**src/design/srd_pkg.sv**
```systemverilog
// shared types for the sprite run-length decoder
// no dependencies; imported by every module of the block but srd_in_reg
package srd_pkg;

    // decoder phase: header bytes or body bytes
    typedef enum logic {
        PH_HEADER = 1'b0,
        PH_BODY   = 1'b1
    } t_phase;

    // header byte positions that trigger work
    localparam logic [2:0] HDR_POS_AREA = 3'd4;
    localparam logic [2:0] HDR_POS_LAST = 3'd7;

    // group codes and positions in the body
    localparam logic [7:0] GRP_TRANSPARENT = 8'h01;
    localparam logic [1:0] GRP_POS_COUNT   = 2'd1;
    localparam logic [1:0] GRP_POS_LAST    = 2'd3;

    // one pixel run
    typedef struct packed {
        logic [7:0]  red;
        logic [7:0]  green;
        logic [7:0]  blue;
        logic [7:0]  alpha;
        logic [31:0] run_length;
        logic        sprite_last;
    } t_run;

    // up to two runs from one byte, already compacted to slot 0 first
    typedef struct packed {
        logic v0;
        t_run r0;
        logic v1;
        t_run r1;
    } t_slots;

    // result register status seen by the rest of the block
    typedef struct packed {
        logic a_valid;
        logic b_valid;
        logic free;
    } t_oq_status;

endpackage

```
**src/design/srd_in_reg.sv**
```systemverilog
// input register for the byte stream
// depends on: nothing outside this file
module srd_in_reg (
    input  logic       i_clk,
    input  logic       i_rst_n,
    input  logic       i_tvalid,
    output logic       o_tready,
    input  logic [7:0] i_tdata,
    input  logic       i_take,
    output logic       o_valid,
    output logic [7:0] o_byte
);

    logic       r_valid;
    logic [7:0] r_byte;

    // room when empty or when the held byte leaves this cycle
    assign o_tready = !r_valid || i_take;
    assign o_valid  = r_valid;
    assign o_byte   = r_byte;

    // valid flag
    always_ff @(posedge i_clk) begin
        if (!i_rst_n) begin
            r_valid <= 1'b0;
        end else if (i_tvalid && o_tready) begin
            r_valid <= 1'b1;
        end else if (i_take) begin
            r_valid <= 1'b0;
        end
    end

    // payload
    always_ff @(posedge i_clk) begin
        if (i_tvalid && o_tready) begin
            r_byte <= i_tdata;
        end
    end

endmodule

```
**src/design/srd_core.sv**
```systemverilog
// header parse, group decode and pixel accounting for one byte
// depends on: srd_pkg
module srd_core (
    input  logic            i_clk,
    input  logic            i_rst_n,
    input  logic            i_take,
    input  logic [7:0]      i_byte,
    output srd_pkg::t_slots o_slots
);
    import srd_pkg::*;

    t_phase      r_phase, n_phase;
    logic [2:0]  r_hpos, n_hpos;
    logic [15:0] r_width, n_width;
    logic [15:0] r_height, n_height;
    logic [31:0] r_bytes_left, n_bytes_left;
    logic [23:0] r_grp, n_grp;
    logic [1:0]  r_gpos, n_gpos;
    logic [31:0] r_left, n_left;
    logic        r_skip, n_skip;

    logic [31:0] len_full;
    logic [31:0] bytes_dec;
    logic        hdr_done;
    logic        body_end;
    logic        run_v;
    t_run        run;
    logic [31:0] run_px;
    logic [31:0] left_after;
    t_run        pad;

    // shared decode of the current byte
    assign len_full  = {i_byte, r_bytes_left[23:0]};
    assign bytes_dec = r_bytes_left - 32'd1;
    assign hdr_done  = (r_phase == PH_HEADER) && (r_hpos == HDR_POS_LAST);
    assign body_end  = (r_phase == PH_BODY) && (bytes_dec == 32'd0);

    // next phase
    always_comb begin
        n_phase = r_phase;
        unique case (r_phase)
            PH_HEADER: if (hdr_done && len_full != 32'd0) n_phase = PH_BODY;
            PH_BODY:   if (body_end) n_phase = PH_HEADER;
            default:   n_phase = PH_HEADER;
        endcase
    end

    // group decode: run produced by this byte, if any
    always_comb begin
        run_v  = 1'b0;
        run    = '0;
        run_px = 32'd0;
        if (r_phase == PH_BODY && !r_skip) begin
            if (r_gpos == GRP_POS_COUNT && r_grp[7:0] == GRP_TRANSPARENT) begin
                run_v          = (i_byte != 8'd0);
                run.run_length = {24'd0, i_byte};
                run_px         = {24'd0, i_byte};
            end else if (r_gpos == GRP_POS_LAST) begin
                run_v          = ({i_byte, r_grp} != 32'd0);
                run.red        = r_grp[7:0];
                run.green      = r_grp[15:8];
                run.blue       = r_grp[23:16];
                run.alpha      = i_byte;
                run.run_length = 32'd1;
                // the all-zero end marker adds no pixel
                run_px         = {31'd0, run_v};
            end
        end
    end

    // remaining pixels to reach width*height, floored at zero
    assign left_after = (r_left > run_px) ? (r_left - run_px) : 32'd0;

    // closing padding run
    always_comb begin
        pad             = '0;
        pad.sprite_last = 1'b1;
        pad.run_length  = (r_phase == PH_HEADER) ? r_left : left_after;
    end

    // datapath next values
    always_comb begin
        n_hpos       = r_hpos;
        n_width      = r_width;
        n_height     = r_height;
        n_bytes_left = r_bytes_left;
        n_grp        = r_grp;
        n_gpos       = r_gpos;
        n_left       = r_left;
        n_skip       = r_skip;
        if (r_phase == PH_HEADER) begin
            unique case (r_hpos)
                3'd0: n_width[7:0]        = i_byte;
                3'd1: n_width[15:8]       = i_byte;
                3'd2: n_height[7:0]       = i_byte;
                3'd3: n_height[15:8]      = i_byte;
                3'd4: n_bytes_left[7:0]   = i_byte;
                3'd5: n_bytes_left[15:8]  = i_byte;
                3'd6: n_bytes_left[23:16] = i_byte;
                3'd7: n_bytes_left[31:24] = i_byte;
                default: n_hpos = r_hpos;
            endcase
            // sprite area once both dimensions are in
            if (r_hpos == HDR_POS_AREA) begin
                n_left = {16'd0, r_width} * {16'd0, r_height};
            end
            n_hpos = hdr_done ? 3'd0 : r_hpos + 3'd1;
            if (hdr_done) begin
                n_gpos = 2'd0;
                n_skip = 1'b0;
            end
        end else begin
            n_bytes_left = bytes_dec;
            n_left       = left_after;
            if (!r_skip) begin
                if ((r_gpos == GRP_POS_COUNT && r_grp[7:0] == GRP_TRANSPARENT)
                        || r_gpos == GRP_POS_LAST) begin
                    n_gpos = 2'd0;
                    if (r_gpos == GRP_POS_LAST && !run_v) n_skip = 1'b1;
                end else begin
                    case (r_gpos)
                        2'd0:    n_grp[7:0]   = i_byte;
                        2'd1:    n_grp[15:8]  = i_byte;
                        default: n_grp[23:16] = i_byte;
                    endcase
                    n_gpos = r_gpos + 2'd1;
                end
            end
            if (body_end) begin
                n_hpos = 3'd0;
                n_gpos = 2'd0;
                n_skip = 1'b0;
            end
        end
    end

    // result slots, compacted so slot 0 fills first
    always_comb begin
        o_slots    = '0;
        o_slots.r1 = pad;
        if (run_v) begin
            o_slots.v0 = 1'b1;
            o_slots.r0 = run;
            o_slots.v1 = body_end;
        end else begin
            o_slots.v0 = body_end || (hdr_done && len_full == 32'd0);
            o_slots.r0 = pad;
        end
    end

    // control state
    always_ff @(posedge i_clk) begin
        if (!i_rst_n) begin
            r_phase <= PH_HEADER;
            r_hpos  <= 3'd0;
            r_gpos  <= 2'd0;
            r_skip  <= 1'b0;
        end else if (i_take) begin
            r_phase <= n_phase;
            r_hpos  <= n_hpos;
            r_gpos  <= n_gpos;
            r_skip  <= n_skip;
        end
    end

    // sizes and counters
    always_ff @(posedge i_clk) begin
        if (!i_rst_n) begin
            r_width      <= 16'd0;
            r_height     <= 16'd0;
            r_bytes_left <= 32'd0;
            r_left       <= 32'd0;
        end else if (i_take) begin
            r_width      <= n_width;
            r_height     <= n_height;
            r_bytes_left <= n_bytes_left;
            r_left       <= n_left;
        end
    end

    // buffered group bytes
    always_ff @(posedge i_clk) begin
        if (i_take) begin
            r_grp <= n_grp;
        end
    end

endmodule

```
**src/design/srd_out_reg.sv**
```systemverilog
// two-entry result register draining one run per request
// depends on: srd_pkg
module srd_out_reg (
    input  logic                i_clk,
    input  logic                i_rst_n,
    input  logic                i_load,
    input  srd_pkg::t_slots     i_slots,
    output logic                o_tvalid,
    input  logic                i_tready,
    output srd_pkg::t_run       o_run,
    output srd_pkg::t_oq_status o_status
);
    import srd_pkg::*;

    logic r_a_valid;
    logic r_b_valid;
    t_run r_a;
    t_run r_b;
    logic pop;

    assign pop      = r_a_valid && i_tready;
    assign o_tvalid = r_a_valid;
    assign o_run    = r_a;

    // new pair may enter once the previous pair is gone or leaving
    always_comb begin
        o_status.a_valid = r_a_valid;
        o_status.b_valid = r_b_valid;
        o_status.free    = !r_a_valid || (!r_b_valid && pop);
    end

    // valid flags
    always_ff @(posedge i_clk) begin
        if (!i_rst_n) begin
            r_a_valid <= 1'b0;
            r_b_valid <= 1'b0;
        end else if (i_load) begin
            r_a_valid <= i_slots.v0;
            r_b_valid <= i_slots.v1;
        end else if (pop) begin
            r_a_valid <= r_b_valid;
            r_b_valid <= 1'b0;
        end
    end

    // payload
    always_ff @(posedge i_clk) begin
        if (i_load) begin
            r_a <= i_slots.r0;
            r_b <= i_slots.r1;
        end else if (pop) begin
            r_a <= r_b;
        end
    end

endmodule

```
**src/design/sprite_rle_decoder_unit.sv**
```systemverilog
// top level of the sprite run-length decoder
// depends on: srd_pkg, srd_in_reg, srd_core, srd_out_reg
//
// channel  | dir | tdata                                      | tlast
// s_axis   | in  | [7:0] data_byte                            | -
// m_axis   | out | [7:0] red [15:8] green [23:16] blue        | sprite_last
//          |     | [31:24] alpha [63:32] run_length           |
//
// one byte per cycle sustained while m_axis takes each run: input register,
// one pass of decode logic, two-entry result register. a byte that closes a
// run and the body yields two runs; the next byte waits while the second drains.
// a run is held first as its byte in the input register, then in the result
// register, before it is valid on m_axis.
// synchronous active-low reset returns to the header phase.
// m_axis stalls back up through the result register to s_axis tready.
module sprite_rle_decoder_unit (
    input  logic        i_clk,
    input  logic        i_rst_n,
    input  logic        i_tvalid,
    output logic        o_tready,
    input  logic [7:0]  i_tdata,    // [7:0] data_byte
    output logic        o_tvalid,
    input  logic        i_tready,
    output logic [63:0] o_tdata,    // red, green, blue, alpha, run_length
    output logic        o_tlast     // sprite_last
);
    import srd_pkg::*;

    logic       in_valid;
    logic [7:0] in_byte;
    logic       take;
    t_slots     slots;
    t_run       run;
    t_oq_status oq_status;

    // core consumes the held byte when the result register has room
    assign take = in_valid && oq_status.free;

    srd_in_reg u_in_reg (
        .i_clk    (i_clk),
        .i_rst_n  (i_rst_n),
        .i_tvalid (i_tvalid),
        .o_tready (o_tready),
        .i_tdata  (i_tdata),
        .i_take   (take),
        .o_valid  (in_valid),
        .o_byte   (in_byte)
    );

    srd_core u_core (
        .i_clk   (i_clk),
        .i_rst_n (i_rst_n),
        .i_take  (take),
        .i_byte  (in_byte),
        .o_slots (slots)
    );

    srd_out_reg u_out_reg (
        .i_clk    (i_clk),
        .i_rst_n  (i_rst_n),
        .i_load   (take),
        .i_slots  (slots),
        .o_tvalid (o_tvalid),
        .i_tready (i_tready),
        .o_run    (run),
        .o_status (oq_status)
    );

    // pack the run onto the master side
    assign o_tdata = {run.run_length, run.alpha, run.blue, run.green, run.red};
    assign o_tlast = run.sprite_last;

    // second result slot never holds a run without the first
    a_slot_order: assert property (@(posedge i_clk) disable iff (!i_rst_n)
        !(oq_status.b_valid && !oq_status.a_valid))
        else $error("second result slot valid with first empty");

    // padding runs carry a transparent pixel
    a_pad_color: assert property (@(posedge i_clk) disable iff (!i_rst_n)
        (o_tvalid && o_tlast) |-> (o_tdata[31:0] == 32'd0))
        else $error("padding run with nonzero pixel");

    // decoded runs are never empty
    a_run_len: assert property (@(posedge i_clk) disable iff (!i_rst_n)
        (o_tvalid && !o_tlast) |-> (o_tdata[63:32] != 32'd0))
        else $error("decoded run of zero length");

    // a consumed byte leaves no pending results behind the stall
    a_no_overrun: assert property (@(posedge i_clk) disable iff (!i_rst_n)
        (take && oq_status.a_valid && !i_tready) |-> 1'b0)
        else $error("byte consumed while result register blocked");

endmodule

```
**config.mk**
```make
export PLATFORM = sky130hd
export DESIGN_NAME = sprite_rle_decoder_unit
export DESIGN_NICKNAME = d
export VERILOG_FILES = /design/src/design/srd_pkg.sv /design/src/design/srd_in_reg.sv /design/src/design/srd_core.sv /design/src/design/srd_out_reg.sv /design/src/design/sprite_rle_decoder_unit.sv
export SDC_FILE = /design/constraint.sdc
export NUM_CORES = 1
export LEC_CHECK = 0
export BUFFER_PORTS_ARGS = -buffer_cell sky130_fd_sc_hd__buf_2
export CAP_MARGIN = 30
export CORE_ASPECT_RATIO = 0.7
export CORE_MARGIN = 2
export CORE_UTILIZATION = 69
export DETAILED_ROUTE_END_ITERATION = 12
export GPL_TIMING_DRIVEN = 0
export HOLD_SLACK_MARGIN = 0.02
export PLACE_DENSITY = 0.88
export SYNTH_ARGS = -nofsm -noshare
export SYNTH_HDL_FRONTEND = slang
export SYNTH_SLANG_ARGS = --single-unit
```
**constraint.sdc**
```tcl
create_clock -name i_clk -period 15.6 [get_ports i_clk]
set_clock_uncertainty 0.2 [all_clocks]
set_input_delay 3.12 -clock i_clk [delete_from_list [all_inputs] [get_ports i_clk]]
set_output_delay 3.12 -clock i_clk [all_outputs]
set_load 0.1 [all_outputs]
```
==> metrics.md <==
| Metric | Value |
|---|---|
| Pwr dens | 63.53 mW/mm² |
| Max FO, Critical Path | 10 |
| Total power | 0.001379 W |
| CTS Hold Bufs | 0 |
| TNS Setup | 0 ns |
| Seq/Total Area, Yosys | 30.05% |
| Nets@finish | 2,616 |
| Die height | 146.3 µm |
| Crit path DAT | 8.49 ns |
| PostCTS Resize Cnt | 0 |
| Root Buffer | clkbuf_16 |
| Syn Std Cell Area | 0.01995 mm² |
| Max-slew violations | 0 |
| Initial antenna violation count | 3 |
| DRC violations left | 0 |
| P_int | 0.001044 W |
| WL final | 63.27 mm |
| Outcome | complete, no violations |
| Num rows | 52 |
| Ports | 79 |
| Sequential Power Share | 49.0% |
| Ys Warns | 0 |
| Total gr overflow | 0 |
| First-pass GRT wire length | 98.33 mm |
| Crit end category | flip-flop |
| Die area | 0.03031 mm² |
| Share of the synthesized area in the top cell type | 19.57% |
| Post-synth EDFFs | 129 |
| Final setup fails | 0 |
| Fraction of registers with async set/reset | 0% |
| Peak supply drop | 75.80 µV |
| Finished Layout Cells | 2,680 |
| Final period util | 52.85% |
| WP data required | 15.85 ns |
| Setup Crit Path Kind | reg2reg |
| Leakage | 9.606 nW |
| Layout area overhead | 8.761% |
| Final ANT Viol Nets | 0 |
| Initial DRT Pass Iterations | 9 |
| DR WL/cell | 23.61 µm |
| Reg clk slew, reported paths | 0.06 ns |
| Hold Vio Cnt, Final | 0 |
| Area leader, netlist | fa_1 |
| Register Area | 0.005996 mm² |
| Initial Utilization | 69.54% |
| Clk buf depth | 3 |
| H-tree depth | 1 |
| Clock Sinks | 235 |
| Multi-input logic area | 0.01250 mm² |
| RePlAce Congestion | 0.9701 |
| Max_slew headroom | 27.71% |
| Clock latency on the worst-skew pair | 0.54 ns |
| Die extent in x | 207.2 µm |
| Maximum Capacitance Violations | 0 |
| Hold WC Path Type | reg2reg |
| Syn Area/Cell | 9.165 µm² |
| Synth Register Bits | 235 |
| Vias in the first global route | 17.22k |
| CTS Buf Count | 24 |
| Synth unique cells | 79 |
| Tot GR Track Use | 42.05% |
| TritonCTS clock tree | built |
| Synth Flop Type | edfxtp_1 |
| Dpl hpwl | 48.18 mm |
| Clock share of power | 44.6% |
| Worst Max-Slew Pin Slew | 1.076 ns |
| Pin count of the biggest net entering global routing | 46 |
| Core area | 0.02869 mm² |
| Switching power | 0.0003349 W |
| Fill cell count | 2,056 |
| Final critical-path required period | 8.244 ns |
| Placed insts | 2,635 |
| Syn Nets | 2,508 |
| RSZ-0062 raised after global routing | no |
| Port Buf Inserts | 77 |
| Comb pwr share | 6.4% |
| Post-place instance area | 0.02086 mm² |
| CP Launch Type | flip-flop |
| Layout cells sized above 1 | 6.953% |
| 1st-iter DRT viols | 2,257 |
| Layout Cell Area excl Fill | 0.02170 mm² |
| Post-CTS Setup Inserts | 0 |
| Vias per cell | 6.509 |
| Via count | 17.44k |
| Net Sw Frac | 24.29% |
| Post-Synthesis Cells | 2,177 |
| Max Clk Rate | 121.3 MHz |
| Leading post-synthesis cells by cell area | fa_1 (20%), edfxtp_1 (19%), dfxtp_1 (11%), ha_1 (7.8%), nand2_1 (5.5%) |
==> per-stage QoR <==
stage	util, %	setup WS (ns)	hold slack, ns
after floorplan	-	8.255	0.2575
after global placement	72.53	7.684	0.2764
final	75.63	7.356	0.2998
after global routing	75.62	6.893	0.3331
after detailed placement	72.69	7.537	0.2886
after CTS	75.57	7.469	0.2960
==> power groups by stage <==
stage               Clock [W]  Sequential, W  Combinational [W]
finish               0.000614       0.000676          0.0000884
global route         0.000635       0.000676          0.0000911
CTS                  0.000612       0.000675          0.0000859
detailed placement          0       0.000688          0.0000855
global placement            0       0.000688          0.0000820
floorplan                   0       0.000707          0.0000326
==> registers in the layout (all words and copies together) (netlist names), 8 cells and up <==
name and flops:
u_out_reg.r_b 32, u_in_reg.o_byte 8, u_core.r_width 16, u_core.r_bytes_left 32, u_core.r_height 16, u_core.r_grp 24, u_core.r_left 32, u_out_reg.o_run 65
==> area by class of cell <==
class                           instances  share of cell area (%)
Multi-Input combinational cell       1557                   57.61
Inverter                              267                   4.619
Clock inverter                         10                  0.7611
Timing Repair Buffer                   82                   2.053
Tap cell                              378                   2.180
Antenna cell                            1                 0.01153
Buffer                                118                   2.093
Clock buffer                           32                   3.044
Sequential cell                       235                   27.63
==> critical path: stages (launching register included) <==
cell and delay, ns:
dfxtp_1 0.64, clkbuf_1 0.58, nand2_1 0.16, fa_1 0.52, fa_1 0.60, fa_1 0.48
fa_1 0.57, inv_1 0.05, fa_1 0.48, inv_1 0.05, fa_1 0.48, inv_1 0.05
ha_1 0.34, nand3_1 0.14, a2111oi_0 0.36, o21ai_0 0.46, a211oi_1 0.60, nor3_1 0.20
nor3_1 0.47, xor2_1 0.40, a21oi_1 0.12, a211oi_1 0.22
==> Yosys cell counts, types with 9 or more instances <==
cell type	number
nand2_1	295
inv_1	266
fa_1	195
and2_1	159
edfxtp_1	129
ha_1	124
clkbuf_1	106
dfxtp_1	106
o21ai_0	105
a21oi_1	103
nor2_1	91
nand3_1	47
nor3_1	38
a21boi_0	33
nor2b_1	33
xnor2_1	27
a31oi_1	25
a22o_1	22
nor4_1	20
a21o_1	17
o22ai_1	13
xor2_1	12
mux2i_1	11
or3_1	11
a22oi_1	10
nand4_1	10
a211oi_1	9
nand2b_1	9
o21a_1	9
==> worst paths after layout <==
check,from,end,slack (ns),cells past startpoint
max,u_core.r_width[9]$_SDFFE_PN0P_,u_core.r_left[26]$_SDFFE_PN0P_,7.36,21
min,u_core.r_left[19]$_SDFFE_PN0P_,u_core.r_left[19]$_SDFFE_PN0P_,0.30,2
max reg2reg,u_core.r_width[9]$_SDFFE_PN0P_,u_core.r_left[26]$_SDFFE_PN0P_,7.36,21
min reg2reg,u_core.r_left[19]$_SDFFE_PN0P_,u_core.r_left[19]$_SDFFE_PN0P_,0.30,2
==> layer usage <==
layer | track usage [%] | part of all wire [%] | wire (µm) | vias to the layer above
met3 | 13.49 | 15 | 9476 | 212
met5 | 0 | 0.041 | 26 | -
li1 | - | - | - | 7540
met4 | 13.75 | 3.7 | 2358 | 4
met1 | 59.03 | 38 | 24190 | 8403
met2 | 62.40 | 43 | 27220 | 1285
==> cell families (layout without fill, tap and decap cells) <==
| logic type | after synthesis | in the layout | synth area share (%) |
|---|---|---|---|
| AOI/OAI and AO/OA | 431 | 431 | 14.22 |
| buffers and inverters | 385 | 509 | 7.293 |
| other | 0 | 1 | 0 |
| and+or+nand+nor | 756 | 756 | 18.78 |
| muxes | 12 | 12 | 0.6083 |
| xor gates and xnor gates | 39 | 39 | 1.712 |
| DFF | 235 | 235 | 30.05 |
| adders and majority gates | 319 | 319 | 27.34 |
==> layout by cell type (no fill, tap or decap), drive strengths merged, types with 27 or more instances in the layout <==
master,n
fa,195
a21boi,34
nor3,38
and2,159
ha,124
nand2,296
clkbuf,142
nor2b,33
nand3,47
edfxtp,129
a21oi,104
o21ai,108
buf,90
nor2,92
xnor2,27
dfxtp,106
inv,266
Note: power is estimated with default switching activity, not from simulation.
